### config.mk
export PLATFORM = sky130hd
export DESIGN_NAME = linear_array_deque
export DESIGN_NICKNAME = d
export VERILOG_FILES = /design/src/hdl/lad_pkg.sv /design/src/hdl/lad_ctrl.sv /design/src/hdl/lad_dpath.sv /design/src/hdl/linear_array_deque.sv
export SDC_FILE = /design/constraint.sdc
export NUM_CORES = 1
export LEC_CHECK = 0
export BUFFER_PORTS_ARGS = -buffer_cell sky130_fd_sc_hd__buf_4
export CAP_MARGIN = 10
export CORE_MARGIN = 4
export CORE_UTILIZATION = 61
export CTS_CLUSTER_DIAMETER = 50
export DETAILED_ROUTE_END_ITERATION = 10
export PLACE_DENSITY_LB_ADDON = 0.25
export SETUP_SLACK_MARGIN = 0.2
export SYNTH_ARGS = -nofsm -noshare
export SYNTH_HDL_FRONTEND = slang
export SYNTH_SLANG_ARGS = --single-unit
### constraint.sdc
create_clock -name clk_i -period 6.8 [get_ports clk_i]
set_input_delay 1.36 -clock clk_i [delete_from_list [all_inputs] [get_ports clk_i]]
set_output_delay 1.36 -clock clk_i [all_outputs]
set_load 0.03 [all_outputs]
### src/hdl/lad_pkg.sv
// ----------------------------------------------------------------------------
// lad_pkg
// Shared constants and types for the linear array deque.
// ----------------------------------------------------------------------------
package lad_pkg;

  localparam int DefaultDepth = 8;

  localparam int DataW     = 32;
  localparam int OpW       = 2;
  localparam int StatW     = 2;
  localparam int InTdataW  = 40;
  localparam int OutTdataW = 40;

  localparam logic [OpW-1:0] OP_INS_REAR  = 2'd0;
  localparam logic [OpW-1:0] OP_DEL_FRONT = 2'd1;
  localparam logic [OpW-1:0] OP_INS_FRONT = 2'd2;
  localparam logic [OpW-1:0] OP_DEL_REAR  = 2'd3;

  localparam logic [StatW-1:0] STAT_OK        = 2'd0;
  localparam logic [StatW-1:0] STAT_OVERFLOW  = 2'd1;
  localparam logic [StatW-1:0] STAT_UNDERFLOW = 2'd2;

  typedef struct packed {
    logic capture;
    logic exec;
    logic load;
  } lad_cmd_t;

endpackage

### src/hdl/lad_ctrl.sv
// ----------------------------------------------------------------------------
// lad_ctrl
// Sequencer for the deque: accepts one item, steps it through the datapath
// and holds the result until it is taken.
// ----------------------------------------------------------------------------
module lad_ctrl (
  input  logic              clk_i,
  input  logic              rst_ni,
  input  logic              in_valid_i,
  output logic              in_ready_o,
  output logic              out_valid_o,
  input  logic              out_ready_i,
  output lad_pkg::lad_cmd_t cmd_o
);
  import lad_pkg::*;

  typedef enum logic [3:0] {
    S_IDLE  = 4'b0001,
    S_EXEC  = 4'b0010,
    S_FETCH = 4'b0100,
    S_OUT   = 4'b1000
  } state_e;

  state_e state_q, state_d;

  always_comb begin
    state_d = state_q;
    case (state_q)
      S_IDLE: begin
        if (in_valid_i) state_d = S_EXEC;
      end
      S_EXEC:  state_d = S_FETCH;
      S_FETCH: state_d = S_OUT;
      S_OUT: begin
        if (out_ready_i) state_d = S_IDLE;
      end
      default: state_d = S_IDLE;
    endcase
  end

  always_ff @(posedge clk_i or negedge rst_ni) begin
    if (!rst_ni) begin
      state_q <= S_IDLE;
    end else begin
      state_q <= state_d;
    end
  end

  assign in_ready_o    = (state_q == S_IDLE);
  assign out_valid_o   = (state_q == S_OUT);
  assign cmd_o.capture = (state_q == S_IDLE) && in_valid_i;
  assign cmd_o.exec    = (state_q == S_EXEC);
  assign cmd_o.load    = (state_q == S_FETCH);

endmodule

### src/hdl/lad_dpath.sv
// ----------------------------------------------------------------------------
// lad_dpath
// Deque datapath: slot memory, front and rear indices, empty flag and the
// result register.
// ----------------------------------------------------------------------------
module lad_dpath #(
  parameter int DEPTH = lad_pkg::DefaultDepth
) (
  input  logic                                clk_i,
  input  logic                                rst_ni,
  input  lad_pkg::lad_cmd_t                   cmd_i,
  input  logic [lad_pkg::OpW-1:0]             op_i,
  input  logic signed [lad_pkg::DataW-1:0]    data_in_i,
  output logic signed [lad_pkg::DataW-1:0]    data_out_o,
  output logic [lad_pkg::StatW-1:0]           status_o
);
  import lad_pkg::*;

  localparam int IdxW = (DEPTH > 1) ? $clog2(DEPTH) : 1;
  localparam logic [IdxW-1:0] TopIdx = IdxW'(DEPTH - 1);

  logic signed [DataW-1:0] mem [DEPTH];

  logic [OpW-1:0]          op_q;
  logic signed [DataW-1:0] din_q;
  logic [IdxW-1:0]         front_q, front_d;
  logic [IdxW-1:0]         rear_q, rear_d;
  logic                    empty_q, empty_d;
  logic [StatW-1:0]        stat_q, stat_d;
  logic                    del_ok_q, del_ok_d;
  logic signed [DataW-1:0] rd_q;
  logic signed [DataW-1:0] dout_q;
  logic                    we;
  logic [IdxW-1:0]         waddr;
  logic [IdxW-1:0]         raddr;

  always_comb begin
    front_d  = front_q;
    rear_d   = rear_q;
    empty_d  = empty_q;
    stat_d   = STAT_OK;
    del_ok_d = 1'b0;
    we       = 1'b0;
    waddr    = '0;
    raddr    = front_q;
    case (op_q)
      OP_INS_REAR: begin
        if (empty_q) begin
          we      = 1'b1;
          front_d = '0;
          rear_d  = '0;
          empty_d = 1'b0;
        end else if (rear_q == TopIdx) begin
          stat_d = STAT_OVERFLOW;
        end else begin
          rear_d = rear_q + 1'b1;
          waddr  = rear_q + 1'b1;
          we     = 1'b1;
        end
      end
      OP_DEL_FRONT: begin
        raddr = front_q;
        if (empty_q) begin
          stat_d = STAT_UNDERFLOW;
        end else begin
          del_ok_d = 1'b1;
          if (front_q == rear_q) begin
            front_d = '0;
            rear_d  = '0;
            empty_d = 1'b1;
          end else begin
            front_d = front_q + 1'b1;
          end
        end
      end
      OP_INS_FRONT: begin
        if (empty_q) begin
          we      = 1'b1;
          front_d = '0;
          rear_d  = '0;
          empty_d = 1'b0;
        end else if (front_q == '0) begin
          stat_d = STAT_OVERFLOW;
        end else begin
          front_d = front_q - 1'b1;
          waddr   = front_q - 1'b1;
          we      = 1'b1;
        end
      end
      default: begin
        raddr = rear_q;
        if (empty_q) begin
          stat_d = STAT_UNDERFLOW;
        end else begin
          del_ok_d = 1'b1;
          if (front_q == rear_q) begin
            front_d = '0;
            rear_d  = '0;
            empty_d = 1'b1;
          end else begin
            rear_d = rear_q - 1'b1;
          end
        end
      end
    endcase
  end

  always_ff @(posedge clk_i) begin
    if (cmd_i.exec && we) mem[waddr] <= din_q;
    if (cmd_i.exec) rd_q <= mem[raddr];
  end

  always_ff @(posedge clk_i or negedge rst_ni) begin
    if (!rst_ni) begin
      front_q <= '0;
      rear_q  <= '0;
      empty_q <= 1'b1;
    end else if (cmd_i.exec) begin
      front_q <= front_d;
      rear_q  <= rear_d;
      empty_q <= empty_d;
    end
  end

  always_ff @(posedge clk_i) begin
    if (cmd_i.capture) begin
      op_q  <= op_i;
      din_q <= data_in_i;
    end
    if (cmd_i.exec) begin
      stat_q   <= stat_d;
      del_ok_q <= del_ok_d;
    end
    if (cmd_i.load) dout_q <= del_ok_q ? rd_q : '0;
  end

  assign data_out_o = dout_q;
  assign status_o   = stat_q;

endmodule

### src/hdl/linear_array_deque.sv
// ----------------------------------------------------------------------------
// linear_array_deque
// Double-ended queue on a linear, non-wrapping store of DEPTH signed words.
// ----------------------------------------------------------------------------
// One item is handled at a time. An accepted item is captured, run against
// the slot memory in the EXEC state and loaded into the result register in
// the FETCH state; the result is then presented on the master side in the
// OUT state until it is taken. The next item is taken the cycle after the
// result is taken. The FETCH state is there because the slot memory's read
// data is registered before it reaches the result register. Inserts past the
// top or bottom slot return overflow, deletes from an empty queue return
// underflow with zero data.
module linear_array_deque #(
  parameter int DEPTH = lad_pkg::DefaultDepth
) (
  input  logic                             clk_i,
  input  logic                             rst_ni,
  input  logic                             s_axis_tvalid,
  output logic                             s_axis_tready,
  // Fields from bit 0: op[1:0], data_in[33:2], zero pad.
  input  logic [lad_pkg::InTdataW-1:0]     s_axis_tdata,
  output logic                             m_axis_tvalid,
  input  logic                             m_axis_tready,
  // Fields from bit 0: data_out[31:0], status[33:32], zero pad.
  output logic [lad_pkg::OutTdataW-1:0]    m_axis_tdata
);
  import lad_pkg::*;

  lad_cmd_t                cmd;
  logic signed [DataW-1:0] data_out;
  logic [StatW-1:0]        status;

  lad_ctrl u_ctrl (
    .clk_i       (clk_i),
    .rst_ni      (rst_ni),
    .in_valid_i  (s_axis_tvalid),
    .in_ready_o  (s_axis_tready),
    .out_valid_o (m_axis_tvalid),
    .out_ready_i (m_axis_tready),
    .cmd_o       (cmd)
  );

  lad_dpath #(
    .DEPTH (DEPTH)
  ) u_dpath (
    .clk_i      (clk_i),
    .rst_ni     (rst_ni),
    .cmd_i      (cmd),
    .op_i       (s_axis_tdata[OpW-1:0]),
    .data_in_i  (s_axis_tdata[OpW+DataW-1:OpW]),
    .data_out_o (data_out),
    .status_o   (status)
  );

  assign m_axis_tdata = {{(OutTdataW - DataW - StatW){1'b0}}, status, data_out};

endmodule

==> run_results.csv, run 1 <==
group,metric,value,unit
outcome,status,"completed",
synth,ys_ff_latch,368,
setup_path,path_cells,"ha_1, ha_1, or4b_1, o31ai_1, nor3b_2, and3_1, buf_4",
synth,seq_area_frac_synth,0.730,
power_and_ir_drop,pwr-share-seq,0.485,
routing,via_count,8673,
floorplanning,die-area,27300,um2
setup_path,end_kind,"register",
synth,synthArstFlopShare,0.0299,
setup_path,crit_family,"simple AND/OR/NAND/NOR gates",
sta,final.setup_skew,18.1,ps
placed_design,pre_cts_slack,3050,ps
placed_design,dp_hpwl,16300,um
routing,drtPass1Iterations,5,
global_routing,antenna_found_initial,0,
floorplanning,dieHeight,165,um
floorplanning,die_width,165,um
sta,max_freq,264,MHz
sta,slew_viol_final,0,
clock_tree,cts.sinks,368,
final_layout,stdcell_count,1383,
floorplanning,io_pins,86,
routing,ant_nets,0,
clock_tree,clock_latency,520,ps
synth,syn_area_per_cell,15.7,um2
synth,synthesis.area,15100,um2
synth,yosysUniqueCellTypes,59,
synth,synth_ff_type,"edfxtp_1",
final_layout,drive_gt1_frac,0.181,
setup_path,worstSetupPathType,"register to register",
power_and_ir_drop,comb_power_share,0.209,
hold_path,holdPathStages,1,
synth,yosysWarnings,0,
clock_tree,cts_made_buffers,37,
routing,vias_per_cell,6.27,
power_and_ir_drop,ir_worst_vdd,277,uV
final_layout,stdcell_area,17000,um2
setup_path,cp_slowest_cell,"dfrtp_2",
placed_design,io_buffers,73,
global_routing,grt_max_degree,70,
floorplanning,rows,57,
clock_tree,cts_tree,"done",
setup_path,crit_arrival,3960,ps
sta,post-route-period-util,0.558,
sta,setup_tns,0,ps
final_layout,layout_commonest_cell,"edfxtp_1",
sta,post-route-min-period,3790,ps
synth,syn_inst,962,
placed_design,placed_cell_area,15900,um2
sta,tightestPinTransition,1130,ps
power_and_ir_drop,p_leak,5.96,nW
clock_tree,hold_buffers,0,
sta,setup_ws,3010,ps
final_layout,layout_common_cells,"edfxtp_1 (357), buf_4 (93), nor2_1 (65)",
floorplanning,core-area,24300,um2
sta,finalSetupViolCount,0,
sta,rsz0062_at_grt,"no",
global_routing,grt_pass1_wl,46900,um
setup_path,critPathMaxFanout,38,
synth,synth_edf_count,357,
global_routing,grt_pass1_vias,8642,
placed_design,dp_cells,1316,
hold_path,hp-start,"u_dpath.rd_q[8]$_DFFE_PP_",
power_and_ir_drop,power_density,358,nW/um2
global_routing,grt_use_total,0.227,
final_layout,diodes,0,
hold_path,worstHoldEndpoint,"u_dpath.data_out_o[8]$_SDFFCE_PN0N_",
power_and_ir_drop,power.share.switching,0.292,
hold_path,hold_path_class,"register to register",
routing,first_iter_violations,886,
routing,drc,0,
setup_path,r2r_cells,7,
sta,finalHoldViolCount,0,
setup_path,required,6970,ps
power_and_ir_drop,p_int,4.32,mW
flow_run,cap_violations,0,
sta,relSlewSlack,0.246,
sta,hold_ws,523,ps
global_routing,gr-total-overflow,0,
setup_path,r2r_setup_slack,3010,ps
routing,wl_per_cell,22.2,um
setup_path,cpMostUsedCell,"ha_1",
setup_path,path_buf_inv,1,
clock_tree,clkTransAtPathRegs,60,ps
clock_tree,clockBufferDepth,3,
setup_path,cp_slowest_stage_delay,700,ps
clock_tree,post_cts_resized,0,
clock_tree,post_cts_buffers,0,
floorplanning,start_util,0.619,
power_and_ir_drop,p_sw,1.78,mW
setup_path,r2r-start,"u_dpath.rear_q[0]$_DFFE_PN0P_",
placed_design,finalWeightedCongestion,0.759,
final_layout,final_net_count,1085,
final_layout,syn_to_final_growth,13.1,%
clock_tree,cts-root-buf,"clkbuf_16",
clock_tree,htreeDepth,2,
setup_path,rr_endpoint,"u_dpath.mem[5][30]$_DFFE_PP_",
routing,wl,30800,um
power_and_ir_drop,p_clk_frac,0.306,
setup_path,cp-start-kind,"register",
## registers in the layout (all words and copies together) (netlist names)
register,count
u_dpath.op_q,2
u_ctrl.state_q,4
u_dpath.mem,256
u_dpath.rear_q,3
u_dpath.data_out_o,32
u_dpath.din_q,32
u_dpath.status_o,2
u_dpath.front_q,3
u_dpath.rd_q,32
u_dpath.empty_q,1
u_dpath.del_ok_q,1
## worst max-delay path by stage
stage,cells after the start,endpoint,startpoint
4_1_cts,7,u_dpath.mem[5][30]$_DFFE_PP_,u_dpath.rear_q[0]$_DFFE_PN0P_
5_1_grt,7,u_dpath.mem[5][30]$_DFFE_PP_,u_dpath.rear_q[0]$_DFFE_PN0P_
3_5_place_dp,7,u_dpath.mem[5][6]$_DFFE_PP_,u_dpath.rear_q[0]$_DFFE_PN0P_
2_1_floorplan,9,u_dpath.mem[3][0]$_DFFE_PP_,u_dpath.front_q[0]$_DFFE_PN0P_
6_report,7,u_dpath.mem[5][30]$_DFFE_PP_,u_dpath.rear_q[0]$_DFFE_PN0P_
3_3_place_gp,7,u_dpath.mem[5][9]$_DFFE_PP_,u_dpath.rear_q[0]$_DFFE_PN0P_
## synthesized netlist by cell type, types with 10 or more instances
master,number,share of area
clkbuf_1,41,0.010
nand2b_1,38,0.016
a211oi_1,32,0.016
a21oi_1,37,0.012
and2_1,34,0.014
nand2_1,35,0.0087
inv_1,45,0.011
nor2_1,65,0.016
a221oi_1,32,0.019
mux4_2,24,0.036
nor3_1,41,0.014
ha_1,10,0.0083
edfxtp_1,357,0.71
o22ai_1,34,0.014
o31ai_1,35,0.017
buf_2,13,0.0043
## kinds of logic after synthesis
| group | Yosys count | synth area share |
|---|---|---|
| compound gates | 193 | 0.0922 |
| xor+xnor | 3 | 0.00174 |
| fa+ha+maj | 10 | 0.00831 |
| buf+inv | 115 | 0.0341 |
| flops | 368 | 0.730 |
| mux | 40 | 0.0554 |
| other cells | 1 | 0.000249 |
| simple gates | 232 | 0.0780 |
## metrics by stage
step | utilization | power (mW)
final | 0.701 | 6.10
after global routing | 0.701 | 6.36
after CTS | 0.701 | 6.12
after detailed placement | 0.655 | 4.27
after global placement | 0.655 | 4.22
after floorplan | - | 3.88
## power by group through the flow
stage | clock, mW | sequential (mW) | combinational (mW)
finish | 1.87 | 2.96 | 1.27
global route | 2.00 | 2.98 | 1.38
CTS | 1.89 | 2.96 | 1.27
detailed placement | 0 | 3.00 | 1.26
global placement | 0 | 2.99 | 1.23
floorplan | 0 | 2.92 | 0.957
## routing by layer
layer,part of all wire,vias up,track usage
met5,0,-,0
met1,0.39,4309,0.301
met4,0.027,0,0.0877
met3,0.081,79,0.0365
li1,-,3868,-
met2,0.50,417,0.380
## final cells by class
type | instances | area [um2]
Fill cell | 1522 | 7280
Clock buffer | 49 | 1010
Clock inverter | 18 | 111
Inverter | 47 | 178
Sequential cell | 368 | 11000
Timing Repair Buffer | 93 | 698
Multi-Input combinational cell | 484 | 3640
Tap cell | 324 | 405
(Power assumes the default switching activity.)
==> inputs of run 2 (changes only) <==
==> constraint.sdc (replaced) <==
create_clock -name clk_i -period 3.66 [get_ports clk_i]
set_input_delay 0.732 -clock clk_i [delete_from_list [all_inputs] [get_ports clk_i]]
set_output_delay 0.732 -clock clk_i [all_outputs]
set_load 0.03 [all_outputs]
==> run 2 against run 1 <==
Net effect: wire length is 3.3% higher; total power rose by 86%; global-route usage is 1.1 points higher; design area rose by 0.83%; non-clock buffer count increased by 14; clock-buffer cell count decreased by 4; combinational power grew 97%; critical path depth is the same; via count rose by 1.4%; clock skew down 3.2 ps; largest power group unchanged.
==> run_results.csv, run 2 (synthesized netlist as in run 1, its figures left out) <==
group,metric,value,unit
sta,post-route-period-util,0.826,
sta,slew_viol_final,0,
global_routing,grt_pass1_vias,8881,
placed_design,dp_hpwl,17700,um
final_layout,regMostFlops,"u_dpath.mem",
clock_tree,cts_made_buffers,37,
flow_run,cap_violations,0,
sta,setup_tns,0,ps
setup_path,end_kind,"register",
clock_tree,post_cts_resized,0,
global_routing,grt_pass1_wl,49000,um
final_layout,stdcell_area,17200,um2
final_layout,drive_gt1_frac,0.189,
setup_path,crit_arrival,3180,ps
setup_path,worstSetupPathType,"register to register",
final_layout,largest_reg_flops,256,
sta,rsz0062_at_grt,"no",
clock_tree,htreeDepth,2,
clock_tree,hold_buffers,0,
floorplanning,start_util,0.619,
routing,wl,31800,um
clock_tree,clkTransAtPathRegs,60,ps
power_and_ir_drop,power_density,662,nW/um2
sta,relSlewSlack,0.251,
final_layout,layout_commonest_cell,"edfxtp_1",
clock_tree,cts_tree,"done",
sta,setup_ws,637,ps
setup_path,critPathMaxFanout,22,
sta,tightestPinTransition,1120,ps
routing,wl_per_cell,22.9,um
placed_design,finalWeightedCongestion,0.814,
global_routing,antenna_found_initial,0,
global_routing,gr-total-overflow,0,
routing,first_iter_violations,1012,
floorplanning,die-area,27300,um2
setup_path,cp-start-kind,"register",
outcome,status,"completed",
sta,hold_ws,54.3,ps
final_layout,utilization,0.707,
clock_tree,clock_latency,520,ps
sta,finalHoldViolCount,0,
power_and_ir_drop,ir_worst_vdd,438,uV
placed_design,placed_cell_area,16100,um2
sta,post-route-min-period,3020,ps
clock_tree,cts-root-buf,"clkbuf_16",
floorplanning,io_pins,86,
floorplanning,dieHeight,165,um
hold_path,hold_path_class,"primary input to async pin",
final_layout,diodes,0,
routing,ant_nets,0,
setup_path,required,3820,ps
power_and_ir_drop,p_leak,6.02,nW
final_layout,syn_to_final_growth,14.1,%
final_layout,layout_common_cells,"edfxtp_1 (357), buf_4 (103), nor2_1 (65)",
placed_design,io_buffers,73,
clock_tree,cts.sinks,368,
floorplanning,core-area,24300,um2
routing,drc,0,
clock_tree,post_cts_buffers,0,
sta,finalSetupViolCount,0,
final_layout,final_net_count,1099,
sta,final.setup_skew,14.9,ps
routing,via_count,8794,
floorplanning,rows,57,
floorplanning,die_width,165,um
placed_design,pre_cts_slack,624,ps
sta,max_freq,331,MHz
routing,drtPass1Iterations,6,
routing,vias_per_cell,6.32,
global_routing,grt_use_total,0.238,
global_routing,grt_max_degree,46,
clock_tree,clockBufferDepth,3,
## run 2: cell types whose count changed in the layout (fill, tap and decap cells not counted), moves of 2 or more
cell,delta
clkinv_2,-3
nor3_2,-2
clkbuf_1,-4
buf_4,+10
buf_12,+4
nor3_4,+2
## run 2: worst paths after layout
kind | from | endpoint | slack (ps) | depth (start not counted)
max in group asynchronous | rst_ni | u_ctrl.state_q[0]$_DFFE_PN1P_ | 3370 | 1
setup / recovery | u_dpath.op_q[0]$_DFFE_PP_ | u_dpath.mem[3][8]$_DFFE_PP_ | 640 | 7
hold reg to reg | u_dpath.rd_q[16]$_DFFE_PP_ | u_dpath.data_out_o[16]$_SDFFCE_PN0N_ | 520 | 1
hold / removal | rst_ni | u_dpath.front_q[0]$_DFFE_PN0P_ | 50 | 1
min in group clk_i | s_axis_tdata[27] | u_dpath.din_q[25]$_DFFE_PP_ | 390 | 1
setup reg to reg | u_dpath.op_q[0]$_DFFE_PP_ | u_dpath.mem[3][8]$_DFFE_PP_ | 640 | 7
## run 2: layout make-up
class,instances,area (um2)
clock inverter,16,108
fill,1518,7140
multi-input combinational,484,3650
sequential,368,11000
inverter,47,178
clock buffer,45,987
timing repair buffer,107,853
tap,324,405
## run 2: layer usage
layer	GRT usage	vias up	part of all wire
li1	-	3899	-
met1	0.312	4328	0.39
met2	0.399	467	0.50
met3	0.0400	100	0.080
met4	0.0979	0	0.031
met5	0	-	0
## run 2: critical path, stage by stage, from the launching register on
cell and delay [ps]:
edfxtp_1 430, inv_1 100, ha_1 360, nand2b_1 320, o31ai_1 430, nor3b_2 350
nor3b_4 260, buf_4 390
## run 2: per-stage QoR
stage,std cells,power [mW]
final,1391,11.4
after global routing,1391,11.9
after CTS,1391,11.4
after detailed placement,1330,8.01
after global placement,1330,7.91
after floorplan,967,7.21
## run 2: where the power goes
| part | internal (mW) | switching, mW | total (mW) |
|---|---|---|---|
| combinational | 0.905 | 1.59 | 2.50 |
| clock | 1.98 | 1.45 | 3.42 |
| sequential | 5.17 | 0.292 | 5.46 |
| total | 8.05 | 3.33 | 11.4 |
